## src/sv/ubds_pkg.sv

```systemverilog
package ubds_pkg;

  localparam int CLK_W  = 27;
  localparam int BAUD_W = 24;
  localparam int OSR_W  = 6;
  localparam int DVS_W  = BAUD_W + OSR_W;
  localparam int ERR_W  = 27;

  localparam int DIVISOR_WIDTH_DEF  = 13;
  localparam int OVERSAMPLE_MAX_DEF = 32;

  localparam logic [OSR_W-1:0] OSR_MIN       = 6'd4;
  localparam logic [CLK_W-1:0] CLOCK_HZ_RST  = 27'd24000000;

  typedef enum logic [2:0] {
    S_IDLE,
    S_BASE,
    S_WAIT_BASE,
    S_PICK,
    S_WAIT_RATE,
    S_EVAL,
    S_FINISH
  } seq_state_t;

  typedef struct packed {
    logic             start;
    logic [CLK_W-1:0] dividend;
    logic [DVS_W-1:0] divisor;
  } div_req_t;

  typedef struct packed {
    logic             done;
    logic [CLK_W-1:0] quotient;
  } div_rsp_t;

endpackage

```

## src/sv/ubds_if.sv

```systemverilog
interface ubds_cfg_if;
  logic                       valid;
  logic                       ready;
  logic [ubds_pkg::CLK_W-1:0] module_clock_hz;

  modport source (output valid, output module_clock_hz, input ready);
  modport sink (input valid, input module_clock_hz, output ready);
endinterface

interface ubds_in_if;
  logic                        valid;
  logic                        ready;
  logic [ubds_pkg::BAUD_W-1:0] target_baud;

  modport source (output valid, output target_baud, input ready);
  modport sink (input valid, input target_baud, output ready);
endinterface

interface ubds_out_if #(
  parameter int DIV_W = ubds_pkg::DIVISOR_WIDTH_DEF
);
  logic                       valid;
  logic                       ready;
  logic [DIV_W-1:0]           divisor;
  logic [ubds_pkg::OSR_W-1:0] oversample;
  logic [ubds_pkg::CLK_W-1:0] achieved_baud;
  logic [ubds_pkg::ERR_W-1:0] baud_error;
  logic                       found;
  logic                       exact;

  modport source (output valid, output divisor, output oversample, output achieved_baud,
                  output baud_error, output found, output exact, input ready);
  modport sink (input valid, input divisor, input oversample, input achieved_baud,
                input baud_error, input found, input exact, output ready);
endinterface

```

## src/sv/ubds_divider.sv

```systemverilog
module ubds_divider (
  input  logic               clk,
  input  logic               rst,
  input  ubds_pkg::div_req_t req,
  output ubds_pkg::div_rsp_t rsp
);
  import ubds_pkg::*;

  localparam int CNT_W = $clog2(CLK_W + 1);

  logic             busy;
  logic             done;
  logic [CNT_W-1:0] cnt;
  logic [DVS_W-1:0] rem;
  logic [DVS_W-1:0] dvs;
  logic [CLK_W-1:0] quo;

  logic [DVS_W:0]   rem_sh;
  logic             ge;
  logic [DVS_W:0]   rem_sub;

  always_comb begin
    rem_sh  = {rem, quo[CLK_W-1]};
    ge      = rem_sh >= {1'b0, dvs};
    rem_sub = rem_sh - {1'b0, dvs};
  end

  always_ff @(posedge clk) begin
    if (rst) begin
      busy <= 1'b0;
      done <= 1'b0;
      cnt  <= '0;
    end else begin
      done <= 1'b0;
      if (req.start) begin
        busy <= 1'b1;
        cnt  <= CNT_W'(CLK_W);
      end else if (busy) begin
        cnt <= cnt - 1'b1;
        if (cnt == CNT_W'(1)) begin
          busy <= 1'b0;
          done <= 1'b1;
        end
      end
    end
  end

  always_ff @(posedge clk) begin
    if (req.start) begin
      rem <= '0;
      dvs <= req.divisor;
      quo <= req.dividend;
    end else if (busy) begin
      rem <= ge ? rem_sub[DVS_W-1:0] : rem_sh[DVS_W-1:0];
      quo <= {quo[CLK_W-2:0], ge};
    end
  end

  assign rsp.done     = done;
  assign rsp.quotient = quo;

endmodule

```

## src/sv/ubds_seq.sv

```systemverilog
module ubds_seq #(
  parameter int DIVISOR_WIDTH  = ubds_pkg::DIVISOR_WIDTH_DEF,
  parameter int OVERSAMPLE_MAX = ubds_pkg::OVERSAMPLE_MAX_DEF
) (
  input  logic                        clk,
  input  logic                        rst,
  input  logic                        in_valid,
  output logic                        in_ready,
  input  logic [ubds_pkg::BAUD_W-1:0] in_target,
  input  logic [ubds_pkg::CLK_W-1:0]  clock_hz,
  output ubds_pkg::div_req_t          div_req,
  input  ubds_pkg::div_rsp_t          div_rsp,
  output logic                        res_valid,
  input  logic                        res_ready,
  output logic [DIVISOR_WIDTH-1:0]    res_divisor,
  output logic [ubds_pkg::OSR_W-1:0]  res_oversample,
  output logic [ubds_pkg::CLK_W-1:0]  res_achieved,
  output logic [ubds_pkg::ERR_W-1:0]  res_error,
  output logic                        res_found,
  output logic                        res_exact
);
  import ubds_pkg::*;

  localparam int PROD_W = DIVISOR_WIDTH + OSR_W;
  localparam logic [OSR_W-1:0] OSR_LAST  = OSR_W'(OVERSAMPLE_MAX);
  localparam logic [CLK_W:0]   DIV_LIMIT = (CLK_W + 1)'((1 << DIVISOR_WIDTH) - 1);

  seq_state_t state, state_next;

  logic [BAUD_W-1:0]        target, target_next;
  logic [CLK_W-1:0]         clk_hz, clk_hz_next;
  logic [OSR_W-1:0]         osr, osr_next;
  logic                     second, second_next;
  logic [CLK_W-1:0]         base_div, base_div_next;
  logic [DIVISOR_WIDTH-1:0] cand, cand_next;
  logic                     best_valid, best_valid_next;
  logic [DIVISOR_WIDTH-1:0] best_div, best_div_next;
  logic [OSR_W-1:0]         best_osr, best_osr_next;
  logic [CLK_W-1:0]         best_rate, best_rate_next;
  logic [ERR_W-1:0]         best_err, best_err_next;

  logic [OSR_W-1:0]         ratio;
  logic [CLK_W:0]           cand_wide;
  logic                     cand_ok;
  logic [PROD_W-1:0]        rate_prod;
  logic [ERR_W-1:0]         target_ext;
  logic [ERR_W-1:0]         err;

  always_ff @(posedge clk) begin
    if (rst) begin
      state      <= S_IDLE;
      best_valid <= 1'b0;
    end else begin
      state      <= state_next;
      best_valid <= best_valid_next;
    end
  end

  always_ff @(posedge clk) begin
    target    <= target_next;
    clk_hz    <= clk_hz_next;
    osr       <= osr_next;
    second    <= second_next;
    base_div  <= base_div_next;
    cand      <= cand_next;
    best_div  <= best_div_next;
    best_osr  <= best_osr_next;
    best_rate <= best_rate_next;
    best_err  <= best_err_next;
  end

  always_comb begin
    ratio      = osr + 1'b1;
    cand_wide  = second ? ({1'b0, base_div} + 1'b1) : {1'b0, base_div};
    cand_ok    = (cand_wide != '0) && (cand_wide <= DIV_LIMIT);
    rate_prod  = PROD_W'(cand_wide[DIVISOR_WIDTH-1:0]) * PROD_W'(ratio);
    target_ext = ERR_W'(target);
    err        = (div_rsp.quotient >= target_ext) ? (div_rsp.quotient - target_ext)
                                                  : (target_ext - div_rsp.quotient);
  end

  always_comb begin
    state_next      = state;
    target_next     = target;
    clk_hz_next     = clk_hz;
    osr_next        = osr;
    second_next     = second;
    base_div_next   = base_div;
    cand_next       = cand;
    best_valid_next = best_valid;
    best_div_next   = best_div;
    best_osr_next   = best_osr;
    best_rate_next  = best_rate;
    best_err_next   = best_err;
    div_req.start    = 1'b0;
    div_req.dividend = clk_hz;
    div_req.divisor  = DVS_W'(target) * DVS_W'(ratio);
    in_ready  = 1'b0;
    res_valid = 1'b0;

    case (state)
      S_IDLE: begin
        in_ready = 1'b1;
        if (in_valid) begin
          target_next     = in_target;
          clk_hz_next     = clock_hz;
          osr_next        = OSR_MIN;
          second_next     = 1'b0;
          best_valid_next = 1'b0;
          state_next      = (in_target == '0) ? S_FINISH : S_BASE;
        end
      end
      S_BASE: begin
        div_req.start = 1'b1;
        state_next    = S_WAIT_BASE;
      end
      S_WAIT_BASE: begin
        if (div_rsp.done) begin
          base_div_next = div_rsp.quotient;
          state_next    = S_PICK;
        end
      end
      S_PICK: begin
        if (cand_ok) begin
          div_req.start   = 1'b1;
          div_req.divisor = DVS_W'(rate_prod);
          cand_next       = cand_wide[DIVISOR_WIDTH-1:0];
          state_next      = S_WAIT_RATE;
        end else if (!second) begin
          second_next = 1'b1;
        end else if (osr == OSR_LAST) begin
          state_next = S_FINISH;
        end else begin
          osr_next    = osr + 1'b1;
          second_next = 1'b0;
          state_next  = S_BASE;
        end
      end
      S_WAIT_RATE: begin
        if (div_rsp.done) begin
          state_next = S_EVAL;
        end
      end
      S_EVAL: begin
        if (!best_valid || err < best_err) begin
          best_valid_next = 1'b1;
          best_div_next   = cand;
          best_osr_next   = osr;
          best_rate_next  = div_rsp.quotient;
          best_err_next   = err;
        end
        if (err == '0) begin
          state_next = S_FINISH;
        end else if (!second) begin
          second_next = 1'b1;
          state_next  = S_PICK;
        end else if (osr == OSR_LAST) begin
          state_next = S_FINISH;
        end else begin
          osr_next    = osr + 1'b1;
          second_next = 1'b0;
          state_next  = S_BASE;
        end
      end
      S_FINISH: begin
        res_valid = 1'b1;
        if (res_ready) begin
          state_next = S_IDLE;
        end
      end
      default: begin
        state_next = S_IDLE;
      end
    endcase
  end

  assign res_found      = best_valid;
  assign res_exact      = best_valid && (best_err == '0);
  assign res_divisor    = best_valid ? best_div : '0;
  assign res_oversample = best_valid ? best_osr : '0;
  assign res_achieved   = best_valid ? best_rate : '0;
  assign res_error      = best_valid ? best_err : '0;

`ifndef ASSERT_OFF
  a_found_div : assert property (@(posedge clk) disable iff (rst)
    res_valid && res_found |-> res_divisor != '0)
    else $error("found result with zero divisor");

  a_exact_found : assert property (@(posedge clk) disable iff (rst)
    res_valid && res_exact |-> res_found && res_error == '0 &&
                               res_achieved == CLK_W'(target))
    else $error("exact result inconsistent");

  a_osr_range : assert property (@(posedge clk) disable iff (rst)
    state != S_IDLE |-> osr >= OSR_MIN && osr <= OSR_LAST)
    else $error("oversample setting out of range");

  a_div_done_wait : assert property (@(posedge clk) disable iff (rst)
    div_rsp.done |-> state == S_WAIT_BASE || state == S_WAIT_RATE)
    else $error("divider finished outside a wait state");
`endif

endmodule

```

## src/sv/uart_baud_divisor_search_top.sv

```systemverilog
// uart baud divisor search
// cfg: one write channel carrying module_clock_hz, always ready; reset value 24000000.
// din: one target_baud per transfer, taken only while the search engine is idle.
// dout: one result per input transfer: divisor, oversample, achieved_baud,
//   baud_error, found, exact; all fields zero when nothing valid.
// the search walks oversample settings 4 to OVERSAMPLE_MAX, each with a floor
//   divisor and the floor plus one, on one shared bit-serial divider (27 steps).
// per setting: one division for the floor divisor plus one division for
//   each candidate rate; a zero target skips the search entirely,
//   and an exact match ends the search early.
// the result sits in an output register; a new target is taken while it waits,
//   and a finished search holds until that register frees up.
// reset: synchronous active-high rst clears the state machine and output valid
//   and restores the clock register; no clearing pass.
module uart_baud_divisor_search_top #(
  parameter int DIVISOR_WIDTH  = ubds_pkg::DIVISOR_WIDTH_DEF,
  parameter int OVERSAMPLE_MAX = ubds_pkg::OVERSAMPLE_MAX_DEF
) (
  input logic         clk,
  input logic         rst,
  ubds_cfg_if.sink    cfg,
  ubds_in_if.sink     din,
  ubds_out_if.source  dout
);
  import ubds_pkg::*;

  logic [CLK_W-1:0] clock_hz;

  div_req_t div_req;
  div_rsp_t div_rsp;

  logic                     res_valid;
  logic                     res_ready;
  logic [DIVISOR_WIDTH-1:0] res_divisor;
  logic [OSR_W-1:0]         res_oversample;
  logic [CLK_W-1:0]         res_achieved;
  logic [ERR_W-1:0]         res_error;
  logic                     res_found;
  logic                     res_exact;

  logic                     out_valid;
  logic [DIVISOR_WIDTH-1:0] out_divisor;
  logic [OSR_W-1:0]         out_oversample;
  logic [CLK_W-1:0]         out_achieved;
  logic [ERR_W-1:0]         out_error;
  logic                     out_found;
  logic                     out_exact;

  assign cfg.ready = 1'b1;

  always_ff @(posedge clk) begin
    if (rst) begin
      clock_hz <= CLOCK_HZ_RST;
    end else if (cfg.valid) begin
      clock_hz <= cfg.module_clock_hz;
    end
  end

  ubds_divider u_div (
    .clk (clk),
    .rst (rst),
    .req (div_req),
    .rsp (div_rsp)
  );

  ubds_seq #(
    .DIVISOR_WIDTH  (DIVISOR_WIDTH),
    .OVERSAMPLE_MAX (OVERSAMPLE_MAX)
  ) u_seq (
    .clk            (clk),
    .rst            (rst),
    .in_valid       (din.valid),
    .in_ready       (din.ready),
    .in_target      (din.target_baud),
    .clock_hz       (clock_hz),
    .div_req        (div_req),
    .div_rsp        (div_rsp),
    .res_valid      (res_valid),
    .res_ready      (res_ready),
    .res_divisor    (res_divisor),
    .res_oversample (res_oversample),
    .res_achieved   (res_achieved),
    .res_error      (res_error),
    .res_found      (res_found),
    .res_exact      (res_exact)
  );

  // output register
  assign res_ready = !out_valid || dout.ready;

  always_ff @(posedge clk) begin
    if (rst) begin
      out_valid <= 1'b0;
    end else if (res_ready) begin
      out_valid <= res_valid;
    end
  end

  always_ff @(posedge clk) begin
    if (res_valid && res_ready) begin
      out_divisor    <= res_divisor;
      out_oversample <= res_oversample;
      out_achieved   <= res_achieved;
      out_error      <= res_error;
      out_found      <= res_found;
      out_exact      <= res_exact;
    end
  end

  assign dout.valid         = out_valid;
  assign dout.divisor       = out_divisor;
  assign dout.oversample    = out_oversample;
  assign dout.achieved_baud = out_achieved;
  assign dout.baud_error    = out_error;
  assign dout.found         = out_found;
  assign dout.exact         = out_exact;

endmodule
```

## src/flat_wrapper.sv

```systemverilog
// flat-port wrapper written by rule: the top's interface ports become plain ports
module uart_baud_divisor_search_top_flat import ubds_pkg::*;
#(
  parameter int DIVISOR_WIDTH  = ubds_pkg::DIVISOR_WIDTH_DEF,
  parameter int OVERSAMPLE_MAX = ubds_pkg::OVERSAMPLE_MAX_DEF
)
  (clk, rst, cfg_valid, cfg_module_clock_hz, cfg_ready, din_valid, din_target_baud, din_ready, dout_valid, dout_divisor, dout_oversample, dout_achieved_baud, dout_baud_error, dout_found, dout_exact, dout_ready);
  ubds_cfg_if cfg_i ();
  ubds_in_if din_i ();
  ubds_out_if dout_i ();
  input logic clk;
  input logic rst;
  input wire logic [$bits(cfg_i.valid)-1:0] cfg_valid;
  input wire logic [$bits(cfg_i.module_clock_hz)-1:0] cfg_module_clock_hz;
  output wire logic [$bits(cfg_i.ready)-1:0] cfg_ready;
  input wire logic [$bits(din_i.valid)-1:0] din_valid;
  input wire logic [$bits(din_i.target_baud)-1:0] din_target_baud;
  output wire logic [$bits(din_i.ready)-1:0] din_ready;
  output wire logic [$bits(dout_i.valid)-1:0] dout_valid;
  output wire logic [$bits(dout_i.divisor)-1:0] dout_divisor;
  output wire logic [$bits(dout_i.oversample)-1:0] dout_oversample;
  output wire logic [$bits(dout_i.achieved_baud)-1:0] dout_achieved_baud;
  output wire logic [$bits(dout_i.baud_error)-1:0] dout_baud_error;
  output wire logic [$bits(dout_i.found)-1:0] dout_found;
  output wire logic [$bits(dout_i.exact)-1:0] dout_exact;
  input wire logic [$bits(dout_i.ready)-1:0] dout_ready;
  assign cfg_i.valid = cfg_valid;
  assign cfg_i.module_clock_hz = cfg_module_clock_hz;
  assign cfg_ready = cfg_i.ready;
  assign din_i.valid = din_valid;
  assign din_i.target_baud = din_target_baud;
  assign din_ready = din_i.ready;
  assign dout_valid = dout_i.valid;
  assign dout_divisor = dout_i.divisor;
  assign dout_oversample = dout_i.oversample;
  assign dout_achieved_baud = dout_i.achieved_baud;
  assign dout_baud_error = dout_i.baud_error;
  assign dout_found = dout_i.found;
  assign dout_exact = dout_i.exact;
  assign dout_i.ready = dout_ready;
  uart_baud_divisor_search_top #(.DIVISOR_WIDTH(DIVISOR_WIDTH), .OVERSAMPLE_MAX(OVERSAMPLE_MAX)) u_core (.clk(clk), .rst(rst), .cfg(cfg_i), .din(din_i), .dout(dout_i));
endmodule
```

## config.mk

```make
export PLATFORM = sky130hd
export DESIGN_NAME = uart_baud_divisor_search_top_flat
export DESIGN_NICKNAME = d
export VERILOG_FILES = /design/src/sv/ubds_pkg.sv /design/src/sv/ubds_if.sv /design/src/sv/ubds_divider.sv /design/src/sv/ubds_seq.sv /design/src/sv/uart_baud_divisor_search_top.sv /design/src/flat_wrapper.sv
export SDC_FILE = /design/constraint.sdc
export NUM_CORES = 1
export LEC_CHECK = 0
export BUFFER_PORTS_ARGS = -buffer_cell sky130_fd_sc_hd__buf_2
export CAP_MARGIN = 20
export CORE_AREA = 3 3 275 277
export CTS_CLUSTER_SIZE = 30
export DETAILED_ROUTE_END_ITERATION = 7
export DIE_AREA = 0 0 278 280
export PLACE_DENSITY = 0.52
export SETUP_SLACK_MARGIN = 0.5
export SYNTH_ARGS = -nofsm -noshare
export SYNTH_HDL_FRONTEND = slang
export SYNTH_SLANG_ARGS = --single-unit
```

## constraint.sdc

```tcl
create_clock -name clk -period 15.2 [get_ports clk]
set_input_delay 0.76 -clock clk [delete_from_list [all_inputs] [get_ports clk]]
set_output_delay 0.76 -clock clk [all_outputs]
set_load 0.05 [all_outputs]
```

==> impl_metrics.json, run 1 <==
{
  "clk_pin_slew_ns": 0.06,
  "synthTopCellsByArea": "edfxtp_1 36%, fa_1 11%, ha_1 8.5%",
  "cp-end-kind": "flip-flop",
  "area_growth_pct": 12.85,
  "slowest_delay_ns": 1.01,
  "vias": 19400,
  "tightest_slew_ns": 1.055,
  "hp-class": "input pin to flip-flop",
  "ys_warn_count": 0,
  "yosysTopAreaCell": "edfxtp_1",
  "core_area_mm2": 0.07308,
  "post-place-ws_ns": 7.523,
  "nets": 3068,
  "synthCells": 2599,
  "r2r-end": "u_core.u_div.dvs[25]",
  "top_regs": "u_core.u_div.dvs (30), u_core.u_div.rem (30)",
  "io_pins": 134,
  "grt_usage_pct": 19.42,
  "rr_worst_depth": 21,
  "ys_seq_area_share_pct": 40.95,
  "drt_pre_antenna_iters": 5,
  "overflow": 0,
  "ys_ff_latch": 372,
  "clock_latency_ns": 0.60,
  "rows": 99,
  "crit_chain": "clkinv_1, ha_1, buf_4, and2_1, fa_1, fa_1, inv_1, fa_1, inv_1, ha_1, a21o_1, a21o_1, a21oi_1, o21ai_0, a211oi_1, o31ai_1, a211oi_1, o21bai_1, a21oi_1, xor2_1, nor2_1",
  "cap_violations": 0,
  "drive_gt1_share_pct": 10.12,
  "grt_pass1_wl_um": 117300,
  "path_depth": 21,
  "timing.final.crit_share_pct": 51.23,
  "dieWidth_um": 278,
  "numClockSinks": 372,
  "crit_path_end": "u_core.u_div.dvs[25]",
  "cp-start-kind": "flip-flop",
  "netlist-cell-type-count": 75,
  "dpl.hpwl_um": 60410,
  "syn_area_mm2": 0.02559,
  "fill_cells": 7290,
  "drt_wl_total_um": 76200,
  "r2r-start": "u_core.u_seq.osr[0]",
  "fin_util_pct": 39.52,
  "h-tree-depth": 2,
  "vias_per_cell": 5.247,
  "register_area_mm2": 0.01048,
  "synth_common_cells": "325 x inv_1, 303 x edfxtp_1, 280 x nor2_1",
  "synth_top_area_share_pct": 35.55,
  "layout_setup_ws_ns": 7.414,
  "synth-async-reset-ratio_pct": 0,
  "cts_made_buffers": 45,
  "slew_violations": 0,
  "fp.dieH_um": 280,
  "status": "completed",
  "grt_pass1_vias": 19380,
  "path_class": "flip-flop to flip-flop",
  "cts_tree": "built",
  "min_period_ns": 7.786,
  "setup_tns_ns": 0,
  "cts_hold_buf": 0,
  "post_cts_buffers": 0,
  "die_area_mm2": 0.07784,
  "crit_fanout": 26,
  "crit_top_cell": "fa_1",
  "antenna_found_initial": 6,
  "root_buffer": "clkbuf_16",
  "start_util_pct": 35.02,
  "ctsLongestPathBuffers": 3,
  "wl_per_cell_um": 20.61,
  "rsz0062_at_grt": "no",
  "yosysMostFrequentCell": "inv_1",
  "synth.avg_cell_area_um2": 9.846,
  "syn-num-nets": 2966,
  "relSlewSlack_pct": 29.39,
  "critPathArrivalTime_ns": 8.09,
  "cts_resized": 0,
  "antenna_left": 0,
  "synth_edf_count": 303,
  "grt_max_degree": 76,
  "required_ns": 15.50,
  "io_buffers": 132,
  "r2r_setup_slack_ns": 7.41,
  "gp_congestion": 0.9466,
  "finClkSkew_ns": 0.04680,
  "path_delay_family": "adder cells",
  "startpoint": "u_core.u_seq.osr[0]",
  "setup_viol": 0,
  "slowest_stage": "edfxtp_1",
  "max_freq_mhz": 128.4,
  "drc": 0,
  "ys.flop_type": "edfxtp_1",
  "worst-path-buf-inv": 4,
  "multi_input_area_mm2": 0.01354,
  "drtIter0Drc": 1464,
  "hold_violations": 0
}
[final cells by class]
| class | instances | area share [%] |
|---|---|---|
| tap | 959 | 4.155 |
| multi-input combinational | 1799 | 46.90 |
| timing repair buffer | 156 | 2.981 |
| clock inverter | 29 | 1.183 |
| clock buffer | 53 | 4.216 |
| inverter | 327 | 4.250 |
| sequential | 372 | 36.29 |
| antenna | 3 | 0.02600 |
[placed cells by master (no fill, tap or decap), drive strengths merged, types with 18 or more instances in the layout]
master  Yosys  layout
xnor2      65      65
nand2     199     199
a21oi     158     158
nor2      280     280
a211oi     22      22
fa        137     137
clkbuf     77      53
nand4      36      36
nor3       33      33
buf        24     156
mux2i      45      45
dfxtp      69      69
inv       326     329
ha        174     174
a21o       55      55
clkinv      1      19
xor2       45      45
nor2b      31      31
nand3      42      42
o21ai     127     127
and3       18      18
o21a       18      18
nor4       25      25
nand2b     24      24
edfxtp    303     303
and2       78      78
[cells by family (layout without fill, tap and decap cells)]
| family | Yosys count | after routing | share of synthesized area [%] |
|---|---|---|---|
| AO/OA/AOI/OAI | 512 | 512 | 12.55 |
| XOR/XNOR | 110 | 110 | 3.765 |
| adder cells (fa/ha/maj) | 311 | 311 | 19.22 |
| buffers and inverters | 428 | 565 | 6.385 |
| flip-flops | 372 | 372 | 40.95 |
| multiplexers | 53 | 53 | 2.112 |
| other | 1 | 4 | 0.01465 |
| AND/OR/NAND/NOR | 812 | 812 | 15.00 |
[worst min-delay path by stage]
| stage | startpoint | end | slack, ns | cells after the start |
|---|---|---|---|---|
| final | din_target_baud[0] | u_core.u_seq.target[0] | 0.37 | 1 |
| after global routing | din_target_baud[17] | u_core.u_seq.target[17] | 0.35 | 1 |
| after CTS | din_target_baud[17] | u_core.u_seq.target[17] | 0.34 | 1 |
| after detailed placement | u_core.u_seq.cand[0] | u_core.u_seq.best_div[0] | 0.40 | 0 |
| after global placement | u_core.u_seq.cand[8] | u_core.u_seq.best_div[8] | 0.40 | 0 |
| after floorplan | u_core.u_seq.cand[0] | u_core.u_seq.best_div[0] | 0.40 | 0 |
[through the flow]
stage	area, µm²	hold slack (ns)	instances
3_3_place_gp	27280	0.4030	3612
5_1_grt	28870	0.3456	3695
4_1_cts	28870	0.3403	3695
3_5_place_dp	27310	0.4045	3613
6_report	28880	0.3662	3698
2_1_floorplan	25590	0.4003	2599
[routing by layer]
metal  GRT usage (%)  wire length [µm]  vias up
li1                -                 -     9145
met1           27.98             35230     9481
met2           29.98             33260      670
met3           3.586              5811      107
met4           5.320              1900        0
met5               0                 0        -
Power of run 1 is left out: the tool's default activity adds up to more than one toggle a clock period on the data nets, which glitch-free logic cannot reach.
==> run 2: changes to the inputs <==
Settings changed: ABC_AREA from default to 1, CORE_AREA 3 3 275 277 to 3 3 285 287, DIE_AREA 0 0 278 280 to 0 0 288 290.
Clock period 15.2 ns to 7.4 ns, I/O delays scaled along.
==> run 2 against run 1 <==
Global-route usage fell by 0.14 points; synthesized cell count up 32%; first-iteration DRC count grew 26%; clock-buffer cell count up 7; sequential share of layout area fell by 2.8 points; worst setup slack worse by 6.1 ns; fmax increased by 27%; via count up 16%; cell count is 27% higher; wire length rose by 6.0%; final area up 8.5%; highest routed layer unchanged.
==> impl_metrics.json, run 2 <==
{
  "r2r-end": "u_core.u_div.dvs[16]",
  "max_freq_mhz": 163.1,
  "syn-num-nets": 3797,
  "synthCells": 3430,
  "synthTopCellsByArea": "edfxtp_1 33%, nand2_1 12%, fa_1 10%",
  "gp_congestion": 0.9642,
  "path_delay_family": "adder cells",
  "wl_met1_um": 38120,
  "ys_warn_count": 0,
  "setup_viol": 0,
  "rsz0062_at_grt": "no",
  "h-tree-depth": 2,
  "io_buffers": 132,
  "core_area_mm2": 0.07887,
  "numClockSinks": 372,
  "grt_usage_pct": 19.28,
  "cts_tree": "built",
  "synth.avg_cell_area_um2": 8.007,
  "start_util_pct": 34.82,
  "cp-end-kind": "flip-flop",
  "maxUsedRoutingLayer": "met4",
  "antenna_left": 0,
  "drt_wl_total_um": 80740,
  "cap_violations": 0,
  "yosysTopAreaCell": "edfxtp_1",
  "drive_gt1_share_pct": 8.052,
  "cts_made_buffers": 46,
  "nets": 3969,
  "synth_top_area_share_pct": 33.13,
  "drt_pre_antenna_iters": 6,
  "drc": 0,
  "grt_max_degree": 77,
  "rr_worst_depth": 23,
  "crit_fanout": 13,
  "yosysMostFrequentCell": "nand2_1",
  "r2r_setup_slack_ns": 1.27,
  "root_buffer": "clkbuf_16",
  "io_pins": 134,
  "die_area_mm2": 0.08352,
  "layout_commonest_cell": "nand2_1",
  "hold_violations": 0,
  "min_to": "u_core.u_seq.target[9]",
  "clock_latency_ns": 0.60,
  "post-place-ws_ns": 1.327,
  "vias": 22600,
  "fin_util_pct": 39.72,
  "met3WireLength_um": 5320,
  "timing.final.crit_share_pct": 82.85,
  "ys.flop_type": "edfxtp_1",
  "status": "completed",
  "required_ns": 7.72,
  "dpl.hpwl_um": 64920,
  "min_from": "din_target_baud[9]",
  "vias_per_cell": 4.818,
  "finClkSkew_ns": 0.04059,
  "netlist-cell-type-count": 54,
  "antenna_found_initial": 2,
  "rows": 103,
  "drtIter0Drc": 1839,
  "hp-class": "input pin to flip-flop",
  "post_cts_buffers": 0,
  "grt_pass1_wl_um": 125900,
  "ctsLongestPathBuffers": 3,
  "ys_seq_area_share_pct": 38.16,
  "fp.dieH_um": 290,
  "cp-start-kind": "flip-flop",
  "slowest_delay_ns": 0.68,
  "dr_wl_met2_um": 35310,
  "worst-path-buf-inv": 5,
  "clk_pin_slew_ns": 0.06,
  "tightest_slew_ns": 1.010,
  "syn_area_mm2": 0.02746,
  "critPathArrivalTime_ns": 6.45,
  "min_period_ns": 6.131,
  "overflow": 0,
  "path_class": "flip-flop to flip-flop",
  "crit_top_cell": "inv_1",
  "r2r-start": "u_core.u_seq.second",
  "layout_common_cells": "867 x nand2_1, 678 x inv_1, 358 x nor2_1",
  "wl_per_cell_um": 17.22,
  "area_growth_pct": 14.07,
  "dieWidth_um": 288,
  "synth_common_cells": "867 x nand2_1, 678 x inv_1, 362 x nor2_1",
  "grt_pass1_vias": 22090,
  "top_regs": "u_core.u_div.dvs (30), u_core.u_div.rem (30)",
  "relSlewSlack_pct": 32.66,
  "synth_edf_count": 303,
  "whs_path_depth": 1,
  "layout_setup_ws_ns": 1.269,
  "ys_ff_latch": 372,
  "slowest_stage": "xor2_1",
  "setup_tns_ns": 0,
  "synth-async-reset-ratio_pct": 0,
  "slew_violations": 0,
  "crit_chain": "inv_2, nor2_4, nand2_2, xor2_1, nor2_1, fa_1, fa_1, inv_1, fa_1, inv_1, ha_1, nand2_1, inv_1, a21oi_1, o21ai_0, a21boi_0, o21ai_0, nand2_1, nand2_1, xor2_1, nor2_1, o21ai_0, inv_1"
}
## run 2: how the worst max path moves through the flow
| stage | from | endpoint | slack (ns) | depth (start not counted) |
|---|---|---|---|---|
| 2_1_floorplan | u_core.u_seq.target[5] | u_core.u_seq.best_div[0] | 1.75 | 25 |
| 3_3_place_gp | u_core.u_seq.second | u_core.u_div.dvs[16] | 1.30 | 23 |
| 3_5_place_dp | u_core.u_seq.second | u_core.u_div.dvs[16] | 1.33 | 23 |
| 4_1_cts | u_core.u_seq.second | u_core.u_div.dvs[16] | 1.24 | 23 |
| 5_1_grt | u_core.u_seq.second | u_core.u_div.dvs[16] | 0.80 | 23 |
| 6_report | u_core.u_seq.second | u_core.u_div.dvs[16] | 1.27 | 23 |
## run 2: area by class of cell
class,instances,area (µm²)
clock buffer,60,1275
fill,8235,47540
inverter,693,2604
sequential,372,10480
antenna,1,2.502
timing repair buffer,195,1234
multi-input combinational,2294,14090
tap,1050,1314
clock inverter,25,330.3
## run 2: timing repair
item	4_1_cts	5_1_grt
hold endpoints to repair	40	0
hold buffers	40	0
resized for setup	0	0
## run 2: per-stage QoR
| step | area, µm² | instances | hold slack (ns) |
|---|---|---|---|
| CTS | 31330 | 4689 | 0.003663 |
| global placement | 29320 | 4564 | 0.4010 |
| finish | 31330 | 4690 | 0.06428 |
| global route | 31330 | 4689 | 0.02026 |
| detailed placement | 29320 | 4564 | 0.4045 |
| floorplan | 27470 | 3430 | 0.4003 |
## run 2: layer usage
metal | vias to the layer above | GRT usage, %
met4 | 0 | 4.930
met3 | 117 | 2.757
met2 | 669 | 29.46
met1 | 10610 | 28.57
met5 | - | 0
li1 | 11200 | -
## run 2: kinds of logic after synthesis
kind of cell | Yosys count | share of synthesized area (%)
adders and majority gates | 311 | 17.91
buffers and inverters | 764 | 10.67
other | 1 | 0.01365
and+or+nand+nor | 1493 | 22.22
xor gates and xnor gates | 83 | 2.715
muxes | 4 | 0.1458
DFF | 372 | 38.16
AOI/OAI and AO/OA | 402 | 8.155
Power of run 2 is left out for the same reason.
==> run 3: changes to the inputs <==
Settings changed: PLACE_DENSITY 0.52 to 0.54.
Clock period 7.4 ns to 5.33 ns, I/O delays scaled along.
==> run 3 against run 2 <==
Non-clock buffer count is 204 higher; worst setup slack worse by 1.0 ns; clock skew is 0.014 ns lower; sequential cell count stayed put; core utilization is 4.1 points higher; worst hold slack better by 0.0046 ns; fmax is 21% higher; first-iteration DRC count is 4.0% lower; sequential share of layout area is 3.1 points lower; critical endpoint is now u_core.u_div.dvs[28].
==> impl_metrics.json, run 3 (synthesis gave the netlist of run 2 again) <==
{
  "status": "completed",
  "clock_latency_ns": 0.61,
  "layout_common_cells": "831 x nand2_1, 638 x inv_1, 315 x nor2_1",
  "cp-end-kind": "flip-flop",
  "drc": 0,
  "vias": 23570,
  "slowest_delay_ns": 0.55,
  "relSlewSlack_pct": 16.80,
  "max_freq_mhz": 197.5,
  "drt_pre_antenna_iters": 7,
  "clk_pin_slew_ns": 0.07,
  "start_util_pct": 34.82,
  "required_ns": 5.64,
  "rows": 103,
  "hp-class": "input pin to flip-flop",
  "nets": 4170,
  "h-tree-depth": 2,
  "cap_violations": 0,
  "io_buffers": 132,
  "fill_cells": 7806,
  "r2r-start": "u_core.u_seq.osr[1]",
  "gp_congestion": 0.9417,
  "tightest_slew_ns": 1.237,
  "rsz0062_at_grt": "yes",
  "cts_made_buffers": 43,
  "r2r-end": "u_core.u_div.dvs[28]",
  "critPathArrivalTime_ns": 5.37,
  "min_from": "rst",
  "path_delay_family": "adder cells",
  "numClockSinks": 372,
  "rr_worst_depth": 27,
  "dieWidth_um": 288,
  "grt_max_degree": 76,
  "diodes": 0,
  "worst-path-buf-inv": 7,
  "setup_tns_ns": 0,
  "top_regs": "u_core.u_div.dvs (30), u_core.u_div.rem (30)",
  "finClkSkew_ns": 0.02610,
  "layout_commonest_cell": "nand2_1",
  "root_buffer": "clkbuf_16",
  "drt_wl_total_um": 84490,
  "slowest_stage": "fa_1",
  "slew_violations": 0,
  "setup_viol": 0,
  "vias_per_cell": 4.822,
  "antenna_found_initial": 3,
  "crit_fanout": 5,
  "grt_usage_pct": 19.75,
  "io_pins": 134,
  "grt_pass1_vias": 22480,
  "min_to": "u_core.u_seq.res_found",
  "timing.final.crit_share_pct": 94.99,
  "fp.dieH_um": 290,
  "wl_per_cell_um": 17.29,
  "antenna_left": 0,
  "drive_gt1_share_pct": 18.86,
  "whs_path_depth": 2,
  "r2r_setup_slack_ns": 0.27,
  "core_area_mm2": 0.07887,
  "area_growth_pct": 25.93,
  "ctsLongestPathBuffers": 3,
  "cp-start-kind": "flip-flop",
  "min_period_ns": 5.063,
  "die_area_mm2": 0.08352,
  "dpl.hpwl_um": 64330,
  "drtIter0Drc": 1766,
  "overflow": 0,
  "grt_pass1_wl_um": 128400,
  "hold_violations": 0,
  "path_class": "flip-flop to flip-flop",
  "cts_tree": "built"
}
-- run 3: final cells by class --
type	count	area, µm²	share of cell area [%]
timing repair buffer	399	3126	9.037
sequential	372	10480	30.31
clock buffer	57	1191	3.444
tap	1050	1314	3.799
clock inverter	23	267.8	0.7742
inverter	693	2623	7.583
multi-input combinational	2294	15580	45.06
-- run 3: timing repair --
item                                   CTS  global route
pin swaps                              121            94
gates resized for setup                176           176
setup endpoints to repair               91            94
cloned                                   7             0
buffers inserted                        75            41
endpoints found under the hold margin   51             0
hold buffers                            51             0
-- run 3: per-stage QoR --
step           util [%]  worst slack [ns]  hold slack, ns  cell area (µm²)  instances
6_report          43.85            0.2668         0.06885            34580       4888
5_1_grt           43.85           0.02509         0.04023            34580       4888
4_1_cts           42.55            0.3464         0.03075            33560       4847
3_5_place_dp      38.02          0.006278          0.4045            29990       4634
3_3_place_gp      38.02           0.08805          0.4029            29990       4634
2_1_floorplan         -            0.5002          0.3400            27590       3430
-- run 3: per-layer routing --
metal | share of wire [%] | routed length (µm) | global-route usage [%] | vias to the layer above
li1 | - | - | - | 11600
met1 | 46 | 39260 | 28.89 | 11130
met2 | 44 | 37240 | 30.44 | 727
met3 | 7.3 | 6180 | 3.346 | 110
met4 | 2.1 | 1814 | 4.572 | 0
met5 | 0 | 0 | 0 | -
-- run 3: worst max path at each step --
| stage | startpoint | endpoint | slack (ns) | cells past startpoint |
|---|---|---|---|---|
| final | u_core.u_seq.osr[1] | u_core.u_div.dvs[28] | 0.27 | 27 |
| after global routing | u_core.u_seq.osr[1] | u_core.u_div.dvs[28] | 0.03 | 27 |
| after CTS | u_core.u_seq.osr[1] | u_core.u_div.dvs[28] | 0.35 | 26 |
| after detailed placement | u_core.u_seq.osr[1] | u_core.u_div.dvs[28] | 0.006 | 24 |
| after global placement | u_core.u_seq.osr[1] | u_core.u_div.dvs[28] | 0.09 | 24 |
| after floorplan | u_core.u_seq.osr[0] | u_core.u_div.dvs[16] | 0.50 | 26 |
-- run 3: worst register-to-register path, cell delays in order (launching register included) --
cell	delay, ns
edfxtp_1	0.44
buf_6	0.15
nand3_2	0.06
nor2_1	0.04
inv_1	0.08
nor2_2	0.06
or2_4	0.25
nand2_8	0.13
buf_12	0.14
buf_16	0.12
nor2_2	0.05
fa_1	0.54
inv_1	0.06
fa_1	0.49
fa_1	0.55
inv_1	0.06
ha_4	0.29
nand2_4	0.07
o21ai_1	0.30
a21oi_2	0.11
o211ai_1	0.10
buf_4	0.16
nand2_2	0.05
nand2_2	0.08
a21oi_2	0.05
o21bai_1	0.16
or2_4	0.14
a21oi_1	0.05
Power of run 3 is left out for the same reason.
